File: config.mk
export PLATFORM = sky130hd
export DESIGN_NAME = ipv4_ip_in_ip_encapsulator
export DESIGN_NICKNAME = d
export VERILOG_FILES = /design/src/rtl/ipip_pkg.sv /design/src/rtl/ipv4_ip_in_ip_encapsulator.sv /design/src/rtl/ipip_front.sv /design/src/rtl/ipip_queue.sv /design/src/rtl/ipip_back.sv
export SDC_FILE = /design/constraint.sdc
export NUM_CORES = 1
export LEC_CHECK = 0
export ABC_AREA = 1
export ABC_CLOCK_PERIOD_IN_PS = 5800
export BUFFER_PORTS_ARGS = -buffer_cell sky130_fd_sc_hd__buf_2
export CAP_MARGIN = 0
export CORE_MARGIN = 2
export CORE_UTILIZATION = 30
export CTS_CLUSTER_DIAMETER = 120
export CTS_CLUSTER_SIZE = 30
export DETAILED_ROUTE_END_ITERATION = 10
export GPL_ROUTABILITY_DRIVEN = 0
export PLACE_DENSITY = 0.49
export REMOVE_ABC_BUFFERS = 1
export SLEW_MARGIN = 20
export SYNTH_ARGS = -nofsm -noshare
export SYNTH_HDL_FRONTEND = slang
export SYNTH_HIERARCHICAL = 1
export SYNTH_SLANG_ARGS = --single-unit
export TNS_END_PERCENT = 20
File: constraint.sdc
create_clock -name clock -period 5.8 [get_ports clock]
set_input_delay 0 -clock clock [delete_from_list [all_inputs] [get_ports clock]]
set_output_delay 0 -clock clock [all_outputs]
set_load 0.05 [all_outputs]
File: src/rtl/ipip_pkg.sv
package ipip_pkg;

   localparam int unsigned MAX_INNER_BYTES_DEF = 1480;
   localparam int unsigned QUEUE_DEPTH         = 4;
   localparam int unsigned HDR_BYTES           = 20;

   localparam logic [7:0]  VER_IHL       = 8'h45;
   localparam logic [7:0]  TTL_DEFAULT   = 8'd64;
   localparam logic [7:0]  PROTO_RESET   = 8'd4;
   localparam logic [15:0] CAP_RESET     = 16'd1500;
   localparam logic [15:0] HDR_LEN       = 16'(HDR_BYTES);
   localparam logic [4:0]  HDR_LAST_IDX  = 5'(HDR_BYTES);

   typedef enum logic [1:0] {
      CSR_SRC_ADDR = 2'd0,
      CSR_DST_ADDR = 2'd1,
      CSR_PROTOCOL = 2'd2,
      CSR_CAPACITY = 2'd3
   } ipip_csr_type;

   typedef enum logic [1:0] {
      MODE_IDLE = 2'd0,
      MODE_PASS = 2'd1,
      MODE_DROP = 2'd2
   } ipip_mode_type;

   typedef enum logic [1:0] {
      ENT_PASS   = 2'd0,
      ENT_REJECT = 2'd1,
      ENT_HEADER = 2'd2
   } ipip_kind_type;

   typedef struct packed {
      logic [7:0]  inner_byte;
      logic        byte_last;
      logic [15:0] packet_len;
      logic [15:0] packet_id;
   } ipip_req_type;

   typedef struct packed {
      logic [7:0] out_byte;
      logic       out_last;
      logic       rejected;
   } ipip_rsp_type;

   typedef struct packed {
      logic [31:0] src_addr;
      logic [31:0] dst_addr;
      logic [7:0]  protocol;
      logic [15:0] capacity;
   } ipip_cfg_type;

   typedef struct packed {
      ipip_kind_type kind;
      logic [7:0]    data;
      logic          last;
      logic [15:0]   total;
      logic [15:0]   id;
   } ipip_entry_type;

endpackage

File: src/rtl/ipv4_ip_in_ip_encapsulator.sv
// Wraps an inner packet, presented one byte per req transaction, in a 20-byte outer IPv4
// header (version 0x45, total length, id, TTL 64, configured protocol and addresses, header
// checksum). The first byte's transaction also carries packet_len and packet_id. A packet that
// is empty, longer than MAX_INNER_BYTES or whose outer length exceeds the capacity register
// yields a single rsp with rejected and out_last set, and its remaining bytes are discarded.
// Payload bytes pass at one per cycle unless rsp_ready stalls the output; an accepted
// packet's first byte follows its 20 header bytes, sent by the header sequencer in the back
// end. A 4-entry queue between the classifier and the sequencer keeps req_ready high while a
// header is being sent, so up to three further bytes are taken before the input stalls. CSR
// writes take effect in the next cycle and must only happen while no packet is in flight.
module ipv4_ip_in_ip_encapsulator import ipip_pkg::*; #(
   parameter int unsigned MAX_INNER_BYTES = MAX_INNER_BYTES_DEF
) (
   input  logic         clock,
   input  logic         reset,
   input  logic         req_valid,
   output logic         req_ready,
   input  ipip_req_type req_data,
   output logic         rsp_valid,
   input  logic         rsp_ready,
   output ipip_rsp_type rsp_data,
   input  logic         csr_we,
   input  ipip_csr_type csr_addr,
   input  logic [31:0]  csr_wdata
);

   ipip_cfg_type   cfg_ff;
   ipip_entry_type push_entry, head;
   logic           q_push;
   logic           q_pop;
   logic           q_full;
   logic           q_empty;

   always_ff @(posedge clock) begin
      if (reset) begin
         cfg_ff.src_addr <= '0;
         cfg_ff.dst_addr <= '0;
         cfg_ff.protocol <= PROTO_RESET;
         cfg_ff.capacity <= CAP_RESET;
      end else if (csr_we) begin
         unique case (csr_addr)
            CSR_SRC_ADDR: cfg_ff.src_addr <= csr_wdata;
            CSR_DST_ADDR: cfg_ff.dst_addr <= csr_wdata;
            CSR_PROTOCOL: cfg_ff.protocol <= csr_wdata[7:0];
            CSR_CAPACITY: cfg_ff.capacity <= csr_wdata[15:0];
            default: ;
         endcase
      end
   end

   ipip_front #(
      .MAX_INNER_BYTES(MAX_INNER_BYTES)
   ) u_front (
      .clock     (clock),
      .reset     (reset),
      .req_valid (req_valid),
      .req_ready (req_ready),
      .req_data  (req_data),
      .cfg       (cfg_ff),
      .q_full    (q_full),
      .q_push    (q_push),
      .q_entry   (push_entry)
   );

   ipip_queue u_queue (
      .clock      (clock),
      .reset      (reset),
      .push       (q_push),
      .push_entry (push_entry),
      .pop        (q_pop),
      .head       (head),
      .full       (q_full),
      .empty      (q_empty)
   );

   ipip_back u_back (
      .clock     (clock),
      .reset     (reset),
      .cfg       (cfg_ff),
      .head      (head),
      .q_empty   (q_empty),
      .q_pop     (q_pop),
      .rsp_valid (rsp_valid),
      .rsp_ready (rsp_ready),
      .rsp_data  (rsp_data)
   );

endmodule

File: src/rtl/ipip_front.sv
module ipip_front import ipip_pkg::*; #(
   parameter int unsigned MAX_INNER_BYTES = MAX_INNER_BYTES_DEF
) (
   input  logic           clock,
   input  logic           reset,
   input  logic           req_valid,
   output logic           req_ready,
   input  ipip_req_type   req_data,
   input  ipip_cfg_type   cfg,
   input  logic           q_full,
   output logic           q_push,
   output ipip_entry_type q_entry
);

   localparam logic [15:0] MaxLen = 16'(MAX_INNER_BYTES);

   ipip_mode_type mode_ff, mode_in;
   logic          accept;
   logic [16:0]   total_wide;
   logic          reject;

   assign req_ready  = !q_full;
   assign accept     = req_valid && req_ready;
   assign total_wide = {1'b0, req_data.packet_len} + {1'b0, HDR_LEN};
   assign reject     = (req_data.packet_len == 16'd0) || (req_data.packet_len > MaxLen) ||
                       (total_wide > {1'b0, cfg.capacity});

   always_ff @(posedge clock) begin
      if (reset) begin
         mode_ff <= MODE_IDLE;
      end else begin
         mode_ff <= mode_in;
      end
   end

   always_comb begin
      mode_in       = mode_ff;
      q_push        = 1'b0;
      q_entry.kind  = ENT_PASS;
      q_entry.data  = req_data.inner_byte;
      q_entry.last  = req_data.byte_last;
      q_entry.total = total_wide[15:0];
      q_entry.id    = req_data.packet_id;
      unique case (mode_ff)
         MODE_IDLE: begin
            if (accept) begin
               q_push = 1'b1;
               if (reject) begin
                  q_entry.kind = ENT_REJECT;
                  mode_in      = req_data.byte_last ? MODE_IDLE : MODE_DROP;
               end else begin
                  q_entry.kind = ENT_HEADER;
                  mode_in      = req_data.byte_last ? MODE_IDLE : MODE_PASS;
               end
            end
         end
         MODE_PASS: begin
            if (accept) begin
               q_push = 1'b1;
               if (req_data.byte_last) begin
                  mode_in = MODE_IDLE;
               end
            end
         end
         MODE_DROP: begin
            if (accept && req_data.byte_last) begin
               mode_in = MODE_IDLE;
            end
         end
         default: mode_in = MODE_IDLE;
      endcase
   end

endmodule

File: src/rtl/ipip_queue.sv
module ipip_queue import ipip_pkg::*; (
   input  logic           clock,
   input  logic           reset,
   input  logic           push,
   input  ipip_entry_type push_entry,
   input  logic           pop,
   output ipip_entry_type head,
   output logic           full,
   output logic           empty
);

   localparam int unsigned PtrW = $clog2(QUEUE_DEPTH);
   localparam int unsigned CntW = $clog2(QUEUE_DEPTH + 1);

   ipip_entry_type          mem_ff [QUEUE_DEPTH];
   logic [PtrW-1:0]         wr_ptr_ff, rd_ptr_ff;
   logic [CntW-1:0]         count_ff, count_in;

   assign full  = (count_ff == CntW'(QUEUE_DEPTH));
   assign empty = (count_ff == '0);
   assign head  = mem_ff[rd_ptr_ff];

   always_comb begin
      count_in = count_ff;
      if (push && !pop) begin
         count_in = count_ff + 1'b1;
      end else if (pop && !push) begin
         count_in = count_ff - 1'b1;
      end
   end

   always_ff @(posedge clock) begin
      if (reset) begin
         wr_ptr_ff <= '0;
         rd_ptr_ff <= '0;
         count_ff  <= '0;
      end else begin
         count_ff <= count_in;
         if (push) begin
            wr_ptr_ff <= wr_ptr_ff + 1'b1;
         end
         if (pop) begin
            rd_ptr_ff <= rd_ptr_ff + 1'b1;
         end
      end
   end

   always_ff @(posedge clock) begin
      if (push) begin
         mem_ff[wr_ptr_ff] <= push_entry;
      end
   end

endmodule

File: src/rtl/ipip_back.sv
module ipip_back import ipip_pkg::*; (
   input  logic           clock,
   input  logic           reset,
   input  ipip_cfg_type   cfg,
   input  ipip_entry_type head,
   input  logic           q_empty,
   output logic           q_pop,
   output logic           rsp_valid,
   input  logic           rsp_ready,
   output ipip_rsp_type   rsp_data
);

   logic         rsp_valid_ff;
   ipip_rsp_type rsp_ff, rsp_in;
   logic [4:0]   idx_ff, idx_in;
   logic [19:0]  acc_ff, acc_in;
   logic         gen;
   logic [15:0]  ck;
   logic [7:0]   hbyte;

   assign rsp_valid = rsp_valid_ff;
   assign rsp_data  = rsp_ff;
   assign gen       = !q_empty && (!rsp_valid_ff || rsp_ready);
   assign ck        = ~acc_ff[15:0];

   always_comb begin
      unique case (idx_ff)
         5'd0:    hbyte = VER_IHL;
         5'd2:    hbyte = head.total[15:8];
         5'd3:    hbyte = head.total[7:0];
         5'd4:    hbyte = head.id[15:8];
         5'd5:    hbyte = head.id[7:0];
         5'd8:    hbyte = TTL_DEFAULT;
         5'd9:    hbyte = cfg.protocol;
         5'd10:   hbyte = ck[15:8];
         5'd11:   hbyte = ck[7:0];
         5'd12:   hbyte = cfg.src_addr[31:24];
         5'd13:   hbyte = cfg.src_addr[23:16];
         5'd14:   hbyte = cfg.src_addr[15:8];
         5'd15:   hbyte = cfg.src_addr[7:0];
         5'd16:   hbyte = cfg.dst_addr[31:24];
         5'd17:   hbyte = cfg.dst_addr[23:16];
         5'd18:   hbyte = cfg.dst_addr[15:8];
         5'd19:   hbyte = cfg.dst_addr[7:0];
         default: hbyte = 8'd0;
      endcase
   end

   // running checksum: eight header words summed in six add steps, then two end-around folds, done before byte 10
   always_comb begin
      unique case (idx_ff)
         5'd0:    acc_in = 20'(head.total) + 20'(head.id) + 20'({VER_IHL, 8'd0});
         5'd1:    acc_in = acc_ff + 20'({TTL_DEFAULT, cfg.protocol});
         5'd2:    acc_in = acc_ff + 20'(cfg.src_addr[31:16]);
         5'd3:    acc_in = acc_ff + 20'(cfg.src_addr[15:0]);
         5'd4:    acc_in = acc_ff + 20'(cfg.dst_addr[31:16]);
         5'd5:    acc_in = acc_ff + 20'(cfg.dst_addr[15:0]);
         5'd6,
         5'd7:    acc_in = 20'(acc_ff[15:0]) + 20'(acc_ff[19:16]);
         default: acc_in = acc_ff;
      endcase
   end

   always_comb begin
      q_pop           = 1'b0;
      idx_in          = idx_ff;
      rsp_in          = rsp_ff;
      rsp_in.out_byte = head.data;
      rsp_in.out_last = head.last;
      rsp_in.rejected = 1'b0;
      unique case (head.kind)
         ENT_PASS: begin
            q_pop = gen;
         end
         ENT_REJECT: begin
            q_pop           = gen;
            rsp_in.out_byte = 8'd0;
            rsp_in.out_last = 1'b1;
            rsp_in.rejected = 1'b1;
         end
         ENT_HEADER: begin
            if (idx_ff == HDR_LAST_IDX) begin
               q_pop  = gen;
               idx_in = '0;
            end else begin
               idx_in          = idx_ff + 1'b1;
               rsp_in.out_byte = hbyte;
               rsp_in.out_last = 1'b0;
            end
         end
         default: q_pop = gen;
      endcase
   end

   always_ff @(posedge clock) begin
      if (reset) begin
         rsp_valid_ff <= 1'b0;
         idx_ff       <= '0;
      end else begin
         if (gen) begin
            rsp_valid_ff <= 1'b1;
            if (head.kind == ENT_HEADER) begin
               idx_ff <= idx_in;
            end
         end else if (rsp_ready) begin
            rsp_valid_ff <= 1'b0;
         end
      end
   end

   always_ff @(posedge clock) begin
      if (gen) begin
         rsp_ff <= rsp_in;
         if (head.kind == ENT_HEADER) begin
            acc_ff <= acc_in;
         end
      end
   end

endmodule

Word-level counts from Yosys, hierarchy flattened
Memories as Yosys holds them, arrays and structs flattened. A register that Yosys moved wholly into a read port is not among the register bits.
Index checks and enable logic that the tools add are counted.
Word-level totals
  bits in registers: 133
  bits in latches: 0
  bits in writable memories: 172
  memory bits (read-only): 0
  input bits: 80
  output and inout port bits: 12
  logic and storage cells: 123
  memories: 1
Memories
  u_queue.mem_ff: words 4, width 43, rd ports 1, clocked after memory_dff 1, write ports 1, line ipip_queue.sv:15  | ipip_entry_type mem_ff [QUEUE_DEPTH];
Operators by class
  add/sub/neg operators: 14
  multipliers: 0
  divide/modulo/power cells: 0
  $lt $le $gt $ge: 2
  equality and inequality tests: 32
  shift operators: 0
  multiplexer cells: 29
  bitwise logic cells: 1
  reduce and logical (&&, ||, !) cells: 30
Operators by type and width (count)
  $pmux 20 s7: 1
  $pmux 8 s17: 1
  $add 20x16->20: 4
  $eq 5x4->1 const B: 8
  $eq 5x5->1 const B: 5
  $mux 2: 11
  $add 20x15->20: 1
  $add 20x15->20 const B: 1
  $eq 5x3->1 const B: 4
  $pmux 9 s2: 1
  $add 16x16->17: 1
  $add 16x4->17: 1
  $add 16x5->17 const B: 1
  $gt 17x16->1: 1
  $gt 16x11->1 const B: 1
  $logic_not 16->1: 1
  $not 16->16: 1
  $eq 5x2->1 const B: 2
  $mux 1: 10
  $reduce_and 2->1: 5
  $mux 9: 1
  $eq 2x2->1 const B: 4
  $reduce_bool 7->1: 1
  $eq 2x1->1 const B: 3
  21 further kinds: 38

Longest topological paths before layout
Gate-level depths: netlist (run 1).
  depth after elaboration: 9
  gate-level depth with buffers: 23
  depth with buffers taken out: 22

Hierarchy
Netlist (run 1), hierarchy kept.
Modules (own cells, without submodules)
  ipip_queue: instances 1, cells each 473, area an instance 6800.3 µm², sequential area each 5345.1 µm²
  ipip_back: instances 1, cells each 1038, area an instance 6049.6 µm², sequential area each 1021.0 µm²
  ipv4_ip_in_ip_encapsulator: instances 1, cells each 552, area an instance 3639.7 µm², sequential area each 1761.7 µm²
  ipip_front: instances 1, cells each 183, area an instance 1162.4 µm², sequential area each 40.0 µm²

Least setup slack after synthesis (run 1)
No wires, ideal clock.
  path type: reg2reg
  from: reg u_back.idx_ff[0]
  to: reg u_back.acc_ff[16], data pin
  setup time: 0.259 ns
  arrival: 2.977 ns
  required time: 5.541 ns
  setup slack: 2.564 ns
  cell stages (with the launch flop): 22
  path buffers: 1
  period minus slack after synthesis: 3.236 ns
  cell sequence: dfxtp_1 > inv_1 > ha_1 > inv_1 > nor2_2 > nand2_4 > nand4_4 > buf_2 > nor2_1 > a31oi_1 > ha_1 > inv_1 > fa_1 > nand3b_1 > nand3_1 > nand2_1 > nand2_1 > nand2_1 > nand2_1 > nand2_1 > nand3_1 > nand3_1
On the way
  longest elaborated chain between the ends: 3
  elaborated cells on any way between the ends: 10
RTL lines
  from (decl): line ipip_back.sv:15  | logic [4:0] idx_ff, idx_in;
  from (signal assigned): line ipip_back.sv:103  | idx_ff <= idx_in;
  $eq 5x3->1: line ipip_back.sv:51  | unique case (idx_ff)
  $reduce_or 2->1: line ipip_back.sv:51
  $pmux 20 s7 *: line ipip_back.sv:51
  via u_back.acc_in[16]: line ipip_back.sv:16  | logic [19:0] acc_ff, acc_in;
  to (signal assigned): line ipip_back.sv:115  | acc_ff <= acc_in;
  to (decl): line ipip_back.sv:16
The timed path passes the listed nets; every way through them passes the cells marked *.
A chain may end at the register's enable or synchronous reset.

Worst setup path after layout (run 1)
  from: reg u_back.idx_ff[1]
  to: reg u_back.acc_ff[16], data pin
Same word-level chain as after synthesis.

==> out/qor.txt, run 1 <==
========================================================================================
Run status                                                                  finished, final reports clean
Diode insertion count for antenna repair                                               0
Worst slew margin relative to its limit                                           0.2607
Tot GR Track Use                                                                  0.1692
Grt ovf                                                                                0
Count of flip-flops with a built-in enable after synthesis                           202
Via count of the routed design                                                    14,833
Largest stage delay on the critical path                                         0.69 ns
Max rail drop VDD                                                              0.3119 mV
Post-synth design cell area                                                   17,650 µm²
R2R Path Start                                                              u_back/idx_ff[1]
Share of cells above drive strength 1                                            0.07879
TritonCTS clock tree                                                               built
Syn avg cell area                                                              7.859 µm²
Flip-flop and latch count after synthesis                                            307
Number of warnings reported in the yosys synthesis log                                 6
Worst endpoint data arrival time                                                 4.54 ns
Slowest library cell on the worst path                                      sky130_fd_sc_hd__nor2_1
Average wire length per cell after detail routing                               16.87 µm
Total power divided by cell area                                            451.1 nW/µm²
Clock Tree Root                                                             sky130_fd_sc_hd__clkbuf_16
Capture point of the worst reg-to-reg path                                  u_back/acc_ff[16]
Final count of negative-setup-slack endpoints                                          0
Count of cell types in the netlist                                                    50
Critical Path Most Common Cell                                              sky130_fd_sc_hd__nand2_1
DRC marker count from the first detailed-route iteration                           1,166
Site row count                                                                        88
Flip-flop and latch area                                                        8169 µm²
Highest Clock Rate                                                             234.7 MHz
Max Buffers Root-to-Sink                                                               3
Setup repair after global routing missed its margin                                   no
Accumulated negative setup slack                                                    0 ns
Final hold violation count                                                             0
Max-slew violations                                                                    0
Die Span Y                                                                      246.6 µm
HPWL after DPL                                                                  37.95 mm
Initial antenna violation count                                                        0
Slew of the pin with the lowest slew margin                                     1.105 ns
Maximum fanout encountered on the critical timing path                                16
Total detailed-routing wirelength                                               52.51 mm
Clock skew after layout                                                       0.02556 ns
Area occupied by multi-input gates                                              7831 µm²
Type of the most critical hold path                                            in -> reg
Count of placed standard cells in the final layout, fillers left out               3,113
Element type at the critical path end                                           register
Placement Setup Slack                                                           1.665 ns
Share of synthesized area occupied by flip-flops and latches                      0.4627
Area growth from synthesis to layout                                              12.17%
Worst-path clk slew                                                              0.11 ns
Dominant cell by count in the synthesized netlist                           sky130_fd_sc_hd__nand2_1
Number of port buffers                                                                91
TritonCTS Buffers                                                                     15
End point of the most critical hold path                                    u_queue/mem_ff[0][22]
Most frequent cells after synthesis                                         sky130_fd_sc_hd__nand2_1, sky130_fd_sc_hd__nor2_1, sky130_fd_sc_hd__inv_1
First-pass GRT wire length                                                      80.25 mm
Slack of the worst reg-to-reg path                                               1.54 ns
Ys async rst share                                                                     0
Number of cells on the worst reg-to-reg path                                          18
Vias in the first global route                                                    13,713
Count of antenna-violating nets left after detailed routing                            0
Static power due to leakage                                                     8.753 nW
Number of remaining DRC errors                                                         0
Minimum clock period                                                            4.260 ns
# clock sinks                                                                        307
Max-cap violation count                                                                0
Worst-Skew Late Latency                                                          0.54 ns
Post-CTS setup-driven buffer insertion count                                           0
Post-DR vias/cell                                                                  4.765
Portion of the clock cycle consumed by the worst path in the final layout         0.7346
Area of the die                                                               60,800 µm²
Number of fill cells in the layout                                                 6,161
Std-Cell Core Area                                                            57,920 µm²
Ranking of synthesized cells by area                                        sky130_fd_sc_hd__edfxtp_1, sky130_fd_sc_hd__dfxtp_1, sky130_fd_sc_hd__nand2_1, sky130_fd_sc_hd__nor2_1, sky130_fd_sc_hd__ha_1
Pin count of the biggest net entering global routing                                  89
Net total in the final layout                                                      2,507
Setup crit start kind                                                           register
H-tree lvl count                                                                       1
Cell-by-cell trace of the critical path                                     ha_1 -> inv_1 -> nor2_1 -> nand2_2 -> inv_1 -> nand2_1 -> nand4_1 -> o21ai_0 -> fa_1 -> nand3b_1 -> nand3_1 -> nand2_1 -> nand2_1 -> nand2_1 -> nand2_1 -> nand2_1 -> nand3_1 -> nand3_1
Area fraction of the dominant cell type after synthesis                           0.3436
Primary flip-flop cell chosen by synthesis mapping                          sky130_fd_sc_hd__edfxtp_1
Initial cell density of the core                                                  0.3048
Boundary Pins                                                                         92
Final setup margin                                                              1.540 ns
Pre-Repair DR Iteration Count                                                          5
Path type of the worst setup path                                             reg -> reg
Post-Synthesis Cells                                                               2,246
Number of cells in the design after placement                                      3,012
Endpoint required time on the critical path                                      6.08 ns
Top cell type by total area after synthesis                                 sky130_fd_sc_hd__edfxtp_1
Hold Path Stages                                                                       3
Hold path start                                                             req_data[22]
Horizontal die dimension                                                        246.6 µm
========================================================================================
[where the power goes]
group | total [mW] | switching, mW | internal, mW
combinational | 4.68 | 3.15 | 1.53
sequential | 2.97 | 0.190 | 2.78
clock | 1.28 | 0.758 | 0.519
total | 8.93 | 4.10 | 4.83
[critical path: cells and delay by family (launching register included)]
kind                     cells  cell delay, ns
AO/OA/AOI/OAI                1            0.18
flip-flops                   1            0.39
AND/OR/NAND/NOR             13            2.10
buffers and inverters        2            0.62
adder cells (fa/ha/maj)      2            0.71
[layer usage]
| layer | share of wire | global-route usage | wire [µm] |
|---|---|---|---|
| met5 | 0 | 0 | 0 |
| met2 | 0.46 | 0.2815 | 24390 |
| met3 | 0.043 | 0.01601 | 2265 |
| met1 | 0.47 | 0.2386 | 24810 |
| met4 | 0.020 | 0.03420 | 1047 |
[kinds of logic (layout without fill, tap and decap cells)]
logic type | count (synthesis) | count (layout) | share of synthesized area
AND/OR/NAND/NOR | 1153 | 1153 | 0.2759
XOR/XNOR | 18 | 18 | 0.008931
AO/OA/AOI/OAI | 302 | 302 | 0.09491
adder cells (fa/ha/maj) | 87 | 87 | 0.06337
buffers and inverters | 379 | 481 | 0.09413
flip-flops | 307 | 307 | 0.4627
[per-stage QoR]
stage	hold WS (ns)	cell area (µm²)	total power, mW	utilization
floorplan	0.06244	17020	6.178	-
global placement	0.2153	18570	7.602	0.3206
detailed placement	0.2203	18570	7.610	0.3206
CTS	0.005458	19800	8.967	0.3419
global route	0.02554	19800	9.666	0.3419
finish	0.02042	19800	8.931	0.3419
[flip-flops by register name (all words and copies together) (netlist names), 3 cells and up, named ones only]
| signal | count |
|---|---|
| cfg_ff | 88 |
| u_back/acc_ff | 20 |
| u_back/idx_ff | 5 |
| u_back/rsp_data | 10 |
| u_queue/count_ff | 3 |
| u_queue/mem_ff | 172 |
[placed cells by master (no fill, tap or decap), types with 83 or more instances in the layout]
cell	count
sky130_fd_sc_hd__a21oi_1	85
sky130_fd_sc_hd__buf_2	91
sky130_fd_sc_hd__dfxtp_1	104
sky130_fd_sc_hd__edfxtp_1	202
sky130_fd_sc_hd__ha_1	83
sky130_fd_sc_hd__inv_1	257
sky130_fd_sc_hd__nand2_1	536
sky130_fd_sc_hd__nand3_1	183
sky130_fd_sc_hd__nor2_1	342
sky130_fd_sc_hd__o21ai_0	119
[how the worst max path moves through the flow]
| stage | startpoint | cells past startpoint | to |
|---|---|---|---|
| 6_report | u_back/idx_ff[1] | 18 | u_back/acc_ff[16] |
| 5_1_grt | u_back/idx_ff[0] | 15 | u_back/acc_ff[14] |
| 4_1_cts | u_back/idx_ff[1] | 18 | u_back/acc_ff[16] |
| 3_5_place_dp | u_back/idx_ff[1] | 18 | u_back/acc_ff[16] |
| 3_3_place_gp | u_back/idx_ff[1] | 18 | u_back/acc_ff[16] |
| 2_1_floorplan | register | 7 | u_back/acc_ff[0] |
[repair_timing]
| item | 4_1_cts | 5_1_grt |
|---|---|---|
| endpoints found under the hold margin | 235 | 0 |
| resized for setup | 0 | 0 |
| hold buffers | 76 | 0 |
[layout make-up]
type,count,share of cell area
Tap cell,765,0.04834
Sequential cell,307,0.4126
Clock inverter,4,0.003791
Inverter,274,0.05194
Multi-Input combinational cell,1560,0.3955
Timing Repair Buffer,182,0.06774
Clock buffer,21,0.02009
No activity file was read; power rests on OpenSTA's default activity.
==> inputs of run 2 (changes only) <==
ABC_CLOCK_PERIOD_IN_PS = 3410   (was 5800)
PLACE_DENSITY = 0.51   (was 0.49)
clock period = 3.41 ns   (was 5.8 ns; I/O delays follow)
==> run 2 against run 1 <==
  * Clock power up 73%
  * Global-route usage grew 0.16 points
  * Die area did not move
  * Utilization is 0.70 points higher
  * Worst hold slack worse by 0.0014 ns
  * Flip-flop and latch count unchanged
  * Register-to-register slack lost 1.3 ns
  * Count of clock-buffer cells in the layout decreased by 1
  * Largest cell class unchanged
  * Combinational power increased by 76%
  * Wire length up 1.7%
==> out/qor.txt, run 2 (same netlist as run 1, synthesis figures left out) <==
========================================================================================
Register ranked first by flip-flop count                                    u_queue/mem_ff
Commonest non-fill, non-tap cell in the layout                              sky130_fd_sc_hd__nand2_1
Tot GR Track Use                                                                  0.1708
Vias in the first global route                                                    13,772
Max-slew violations                                                                    0
Grt ovf                                                                                0
First-pass GRT wire length                                                      80.54 mm
Die Span Y                                                                      246.6 µm
Max rail drop VDD                                                              0.7527 mV
Worst-path clk slew                                                              0.11 ns
Initial antenna violation count                                                        0
Largest stage delay on the critical path                                         0.41 ns
Total detailed-routing wirelength                                               53.38 mm
Number of port buffers                                                                91
TritonCTS clock tree                                                               built
Setup crit start kind                                                           register
Final hold violation count                                                             0
Pwr Total                                                                       15.54 mW
Top library cells by usage in the layout, fill and taps aside               sky130_fd_sc_hd__nand2_1, sky130_fd_sc_hd__nor2_1, sky130_fd_sc_hd__inv_1
Average wire length per cell after detail routing                               16.98 µm
Number of fill cells in the layout                                                 6,141
Endpoint required time on the critical path                                      3.72 ns
DRC marker count from the first detailed-route iteration                           1,207
Type of the most critical hold path                                            in -> reg
Maximum fanout encountered on the critical timing path                                23
Post-DR vias/cell                                                                  4.776
Count of antenna-violating nets left after detailed routing                            0
Diode insertion count for antenna repair                                               0
Static power due to leakage                                                     8.941 nW
Site row count                                                                        88
Slowest library cell on the worst path                                      sky130_fd_sc_hd__dfxtp_4
Max Buffers Root-to-Sink                                                               3
Area growth from synthesis to layout                                              14.47%
Number of cells on the worst reg-to-reg path                                          16
# clock sinks                                                                        307
Slew of the pin with the lowest slew margin                                    0.8450 ns
Net total in the final layout                                                      2,538
Total power divided by cell area                                            769.1 nW/µm²
Clock Tree Root                                                             sky130_fd_sc_hd__clkbuf_16
Minimum clock period                                                            3.195 ns
Number of remaining DRC errors                                                         0
Cell-by-cell trace of the critical path                                     inv_8 -> buf_12 -> buf_4 -> o21ai_0 -> o22ai_1 -> ha_1 -> ha_1 -> or2_2 -> nand3b_1 -> nand2_1 -> nand3_1 -> nand2_1 -> nand2_1 -> nand2_1 -> nand3_1 -> nand2_1
Boundary Pins                                                                         92
Biggest regs                                                                u_queue/mem_ff: 172 flops, cfg_ff: 88 flops, u_back/acc_ff: 20 flops
Pin count of the biggest net entering global routing                                  69
Worst slew margin relative to its limit                                           0.4367
Final count of negative-setup-slack endpoints                                          0
Utilization of the core after routing                                             0.3489
Worst-Skew Late Latency                                                          0.56 ns
Critical Path Most Common Cell                                              sky130_fd_sc_hd__nand2_1
Worst endpoint data arrival time                                                 3.50 ns
Setup repair after global routing missed its margin                                   no
Hold Path Stages                                                                       4
Initial cell density of the core                                                  0.3048
Share of cells above drive strength 1                                            0.09794
Std-Cell Core Area                                                            57,920 µm²
Portion of the clock cycle consumed by the worst path in the final layout         0.9370
Run status                                                                  finished, final reports clean
Area of the die                                                               60,800 µm²
Clock skew after layout                                                       0.02640 ns
HPWL after DPL                                                                  39.31 mm
TritonCTS Buffers                                                                     15
Max-cap violation count                                                                0
Accumulated negative setup slack                                                    0 ns
Element type at the critical path end                                           register
Via count of the routed design                                                    15,017
Pre-Repair DR Iteration Count                                                          6
Horizontal die dimension                                                        246.6 µm
Flip-flop count of the largest register after layout                                 172
Path type of the worst setup path                                             reg -> reg
H-tree lvl count                                                                       1
Highest Clock Rate                                                             313.0 MHz
========================================================================================
[run 2: changes by cell type in the layout (fill, tap and decap cells not counted), sizes merged]
cell,before,now
clkinv,4,6
inv,274,272
dlygate4sd3,76,74
clkinvlp,0,1
buf,106,138
[run 2: path summary, 6_finish.rpt]
path	from	end	slack, ns
worst max-delay path	register	u_back/acc_ff[17]	0.21
worst min-delay path	req_data[27]	u_queue/mem_ff[1][27]	0.02
worst max register to register	register	u_back/acc_ff[17]	0.21
worst min register to register	u_queue/rd_ptr_ff[1]	u_queue/rd_ptr_ff[1]	0.47
[run 2: per-stage QoR]
step           std cells  hold WS (ns)  worst slack (ns)  cell area (µm²)
2_1_floorplan       2141       0.06244            -1.201            17020
3_3_place_gp        3043        0.2150           0.01396            18890
3_5_place_dp        3043        0.2203          0.003289            18890
4_1_cts             3142      0.003680           0.02275            20110
5_1_grt             3144      0.001063          0.005208            20210
6_report            3144       0.01905            0.2147            20210
[run 2: worst max-delay path, delay by kind of cell, from the launching register on]
family,cells,cell delay [ns]
AO/OA/AOI/OAI,2,0.37
adder cells (fa/ha/maj),2,0.67
buffers and inverters,3,0.43
flip-flops,1,0.41
AND/OR/NAND/NOR,9,1.07
[run 2: area by class of cell]
cell class | count | area [µm²] | share of cell area
Sequential cell | 307 | 8177 | 0.4046
Multi-Input combinational cell | 1560 | 7870 | 0.3895
Timing Repair Buffer | 213 | 1685 | 0.08341
Inverter | 274 | 1040 | 0.05146
Tap cell | 765 | 957.2 | 0.04737
Clock buffer | 20 | 404.1 | 0.02000
Clock inverter | 5 | 73.82 | 0.003653
[run 2: metal layers]
metal  part of all wire  track usage  vias up
li1                   -            -     7590
met1               0.47       0.2379     7027
met2               0.47       0.2840      337
met3              0.041      0.01830       63
met4              0.024      0.03898        0
met5                  0            0        -
[run 2: report_power, final]
part	total [mW]	internal, mW	switching (mW)	leakage (nW)
sequential	5.09	4.74	0.349	2.72
combinational	8.24	2.83	5.41	5.99
clock	2.21	0.895	1.32	0.230
total	15.5	8.46	7.08	8.94
[run 2: what timing repair did]
action / 4_1_cts / 5_1_grt
buffers inserted: 0 / 1
hold endpoints to repair: 235 / 0
resized for setup: 2 / 25
hold buffers: 74 / 0
setup endpoints to repair: 2 / 15
pin swaps: 0 / 2
cloned: 0 / 1
==> inputs of run 3 (changes only) <==
CORE_UTILIZATION = 56   (was 30)
PLACE_DENSITY = 0.81   (was 0.51)
==> run 3 against run 2 <==
  * Clock power decreased by 5%
  * Maximum frequency decreased by 4.1%
  * Count of clock-buffer cells in the layout increased by 1
  * Global-route usage increased by 12 points
  * Critical path type unchanged
  * Largest cell class unchanged
==> out/qor.txt, run 3 (same netlist as run 1, synthesis figures left out) <==
========================================================================================
Flip-flop count of the largest register after layout                                 172
Via count of the routed design                                                    16,121
Number of fill cells in the layout                                                 2,494
Boundary Pins                                                                         92
Final count of negative-setup-slack endpoints                                          0
Highest Clock Rate                                                             300.2 MHz
Static power due to leakage                                                     8.965 nW
Area of the die                                                               32,960 µm²
Die Span Y                                                                      181.5 µm
Slack of the worst reg-to-reg path                                               0.08 ns
Biggest regs                                                                u_queue/mem_ff: 172 flops, cfg_ff: 88 flops, u_back/acc_ff: 20 flops
Pwr Total                                                                       15.47 mW
Number of remaining DRC errors                                                         0
Largest stage delay on the critical path                                         0.46 ns
Worst endpoint data arrival time                                                 3.60 ns
Worst-Skew Late Latency                                                          0.53 ns
Cell count along the critical path                                                    18
Vias in the first global route                                                    14,845
Element type at the critical path end                                           register
Endpoint required time on the critical path                                      3.68 ns
Clock skew after layout                                                       0.02793 ns
Total detailed-routing wirelength                                               49.78 mm
Area occupied by multi-input gates                                              7925 µm²
Crit path to                                                                u_back/acc_ff[15]
Cell-by-cell trace of the critical path                                     ha_2 -> inv_1 -> nor2_4 -> nand2_4 -> clkinvlp_4 -> buf_4 -> a221oi_1 -> nand3_1 -> ha_2 -> nand2_1 -> inv_1 -> nand2_1 -> nor3_1 -> nand2_1 -> nand2_1 -> nand2_1 -> nand3_1 -> nand3_1
Initial cell density of the core                                                  0.5638
TritonCTS clock tree                                                               built
Worst slew margin relative to its limit                                           0.3166
Type of the most critical hold path                                            in -> reg
Top library cells by usage in the layout, fill and taps aside               sky130_fd_sc_hd__nand2_1, sky130_fd_sc_hd__nor2_1, sky130_fd_sc_hd__inv_1
Capture point of the worst reg-to-reg path                                  u_back/acc_ff[15]
Standard cell area after detailed placement                                   18,370 µm²
Post-DR vias/cell                                                                  5.776
Max Buffers Root-to-Sink                                                               3
Site row count                                                                        65
Max-slew violations                                                                    0
Diode insertion count for antenna repair                                               0
Register ranked first by flip-flop count                                    u_queue/mem_ff
Fin area                                                                      19,780 µm²
H-tree lvl count                                                                       1
Max rail drop VDD                                                              0.6633 mV
Accumulated negative setup slack                                                    0 ns
Flip-flop and latch area                                                        8179 µm²
Number of port buffers                                                                91
Pin count of the biggest net entering global routing                                  61
Slowest library cell on the worst path                                      sky130_fd_sc_hd__ha_2
Minimum clock period                                                            3.331 ns
Initial antenna violation count                                                        0
Setup repair after global routing missed its margin                                  yes
Worst-case hold slack                                                        0.005598 ns
Commonest non-fill, non-tap cell in the layout                              sky130_fd_sc_hd__nand2_1
Buf+Inv Stages, Crit Path                                                              4
Setup crit start kind                                                           register
Critical Path Start                                                         u_back/idx_ff[0]
Std-Cell Core Area                                                            31,310 µm²
Final setup margin                                                            0.07914 ns
Net total in the final layout                                                      2,548
Count of placed standard cells in the final layout, fillers left out               2,791
Grt ovf                                                                                0
DRC marker count from the first detailed-route iteration                           2,236
Final hold violation count                                                             0
First-pass GRT wire length                                                      77.26 mm
Area growth from synthesis to layout                                              12.03%
HPWL after DPL                                                                  35.26 mm
Critical Path Most Common Cell                                              sky130_fd_sc_hd__nand2_1
R2R Path Start                                                              u_back/idx_ff[0]
Number of cells in the design after placement                                      2,681
Run status                                                                  finished, final reports clean
Share of cells above drive strength 1                                             0.1013
TritonCTS Buffers                                                                     14
Horizontal die dimension                                                        181.5 µm
Portion of the clock cycle consumed by the worst path in the final layout         0.9768
Utilization of the core after routing                                             0.6316
Pre-Repair DR Iteration Count                                                          8
# clock sinks                                                                        307
Slew of the pin with the lowest slew margin                                     1.023 ns
Max-cap violation count                                                                0
Clock Tree Root                                                             sky130_fd_sc_hd__clkbuf_16
Count of antenna-violating nets left after detailed routing                            0
CP top delay family                                                         simple AND/OR/NAND/NOR gates
Average wire length per cell after detail routing                               17.84 µm
Worst-path clk slew                                                              0.12 ns
Placement Setup Slack                                                         0.09485 ns
Total power divided by cell area                                            782.2 nW/µm²
Number of cells on the worst reg-to-reg path                                          18
Tot GR Track Use                                                                  0.2935
Path type of the worst setup path                                             reg -> reg
Maximum fanout encountered on the critical timing path                                 6
========================================================================================
run 3: cell types whose count changed in the layout (fill, tap and decap cells not counted), moves of 2 or more:
| cell | change |
|---|---|
| sky130_fd_sc_hd__buf_4 | +18 |
| sky130_fd_sc_hd__ha_4 | +3 |
| sky130_fd_sc_hd__clkbuf_1 | +2 |
| sky130_fd_sc_hd__xor2_2 | +2 |
| sky130_fd_sc_hd__inv_1 | +4 |
| sky130_fd_sc_hd__ha_1 | -4 |
| sky130_fd_sc_hd__xor2_1 | -2 |
| sky130_fd_sc_hd__buf_12 | -6 |
| sky130_fd_sc_hd__inv_2 | -4 |
run 3: power breakdown:
part / internal [mW] / switching, mW / total (mW)
clock network: 0.924 / 1.19 / 2.11
logic: 2.83 / 5.44 / 8.27
registers: 4.74 / 0.351 / 5.09
run 3: area by class of cell:
cell class              instances  area share
flip-flops and latches        307      0.4136
multi-input cells            1560      0.4008
repair buffers                224     0.08453
inverters                     274     0.05239
well taps                     402     0.02543
clock buffers                  21     0.02012
clock inverters                 3    0.003164
run 3: tightest hold or removal path, stage by stage:
cell	delay (ns)
sky130_fd_sc_hd__buf_2	0.13
sky130_fd_sc_hd__inv_1	0.09
sky130_fd_sc_hd__xor2_2	0.13
run 3: how the worst min path moves through the flow:
stage	endpoint	cells past startpoint	slack, ns	start
after floorplan	u_front/mode_ff[1]	1	0.06	reset
after global placement	u_queue/mem_ff[1][35]	1	0.21	req_data[35]
after detailed placement	u_queue/mem_ff[0][37]	1	0.21	req_data[37]
after CTS	u_queue/mem_ff[0][30]	3	0.009	req_data[30]
after global routing	u_queue/mem_ff[1][30]	3	0.02	req_data[30]
final	u_queue/mem_ff[1][30]	3	0.006	req_data[30]
run 3: layer usage:
| metal | track usage | up-vias | wire length [µm] |
|---|---|---|---|
| met4 | 0.1525 | 0 | 2890 |
| li1 | - | 7617 | - |
| met3 | 0.04352 | 223 | 4467 |
| met5 | 0 | - | 0 |
| met2 | 0.4834 | 919 | 23100 |
| met1 | 0.3775 | 7362 | 19320 |
run 3: repair_timing:
| item | 4_1_cts | 5_1_grt |
|---|---|---|
| buffers inserted | 0 | 12 |
| resized for setup | 0 | 33 |
| endpoints found under the setup margin | 0 | 16 |
| hold buffers | 74 | 0 |
| hold endpoints to repair | 231 | 0 |
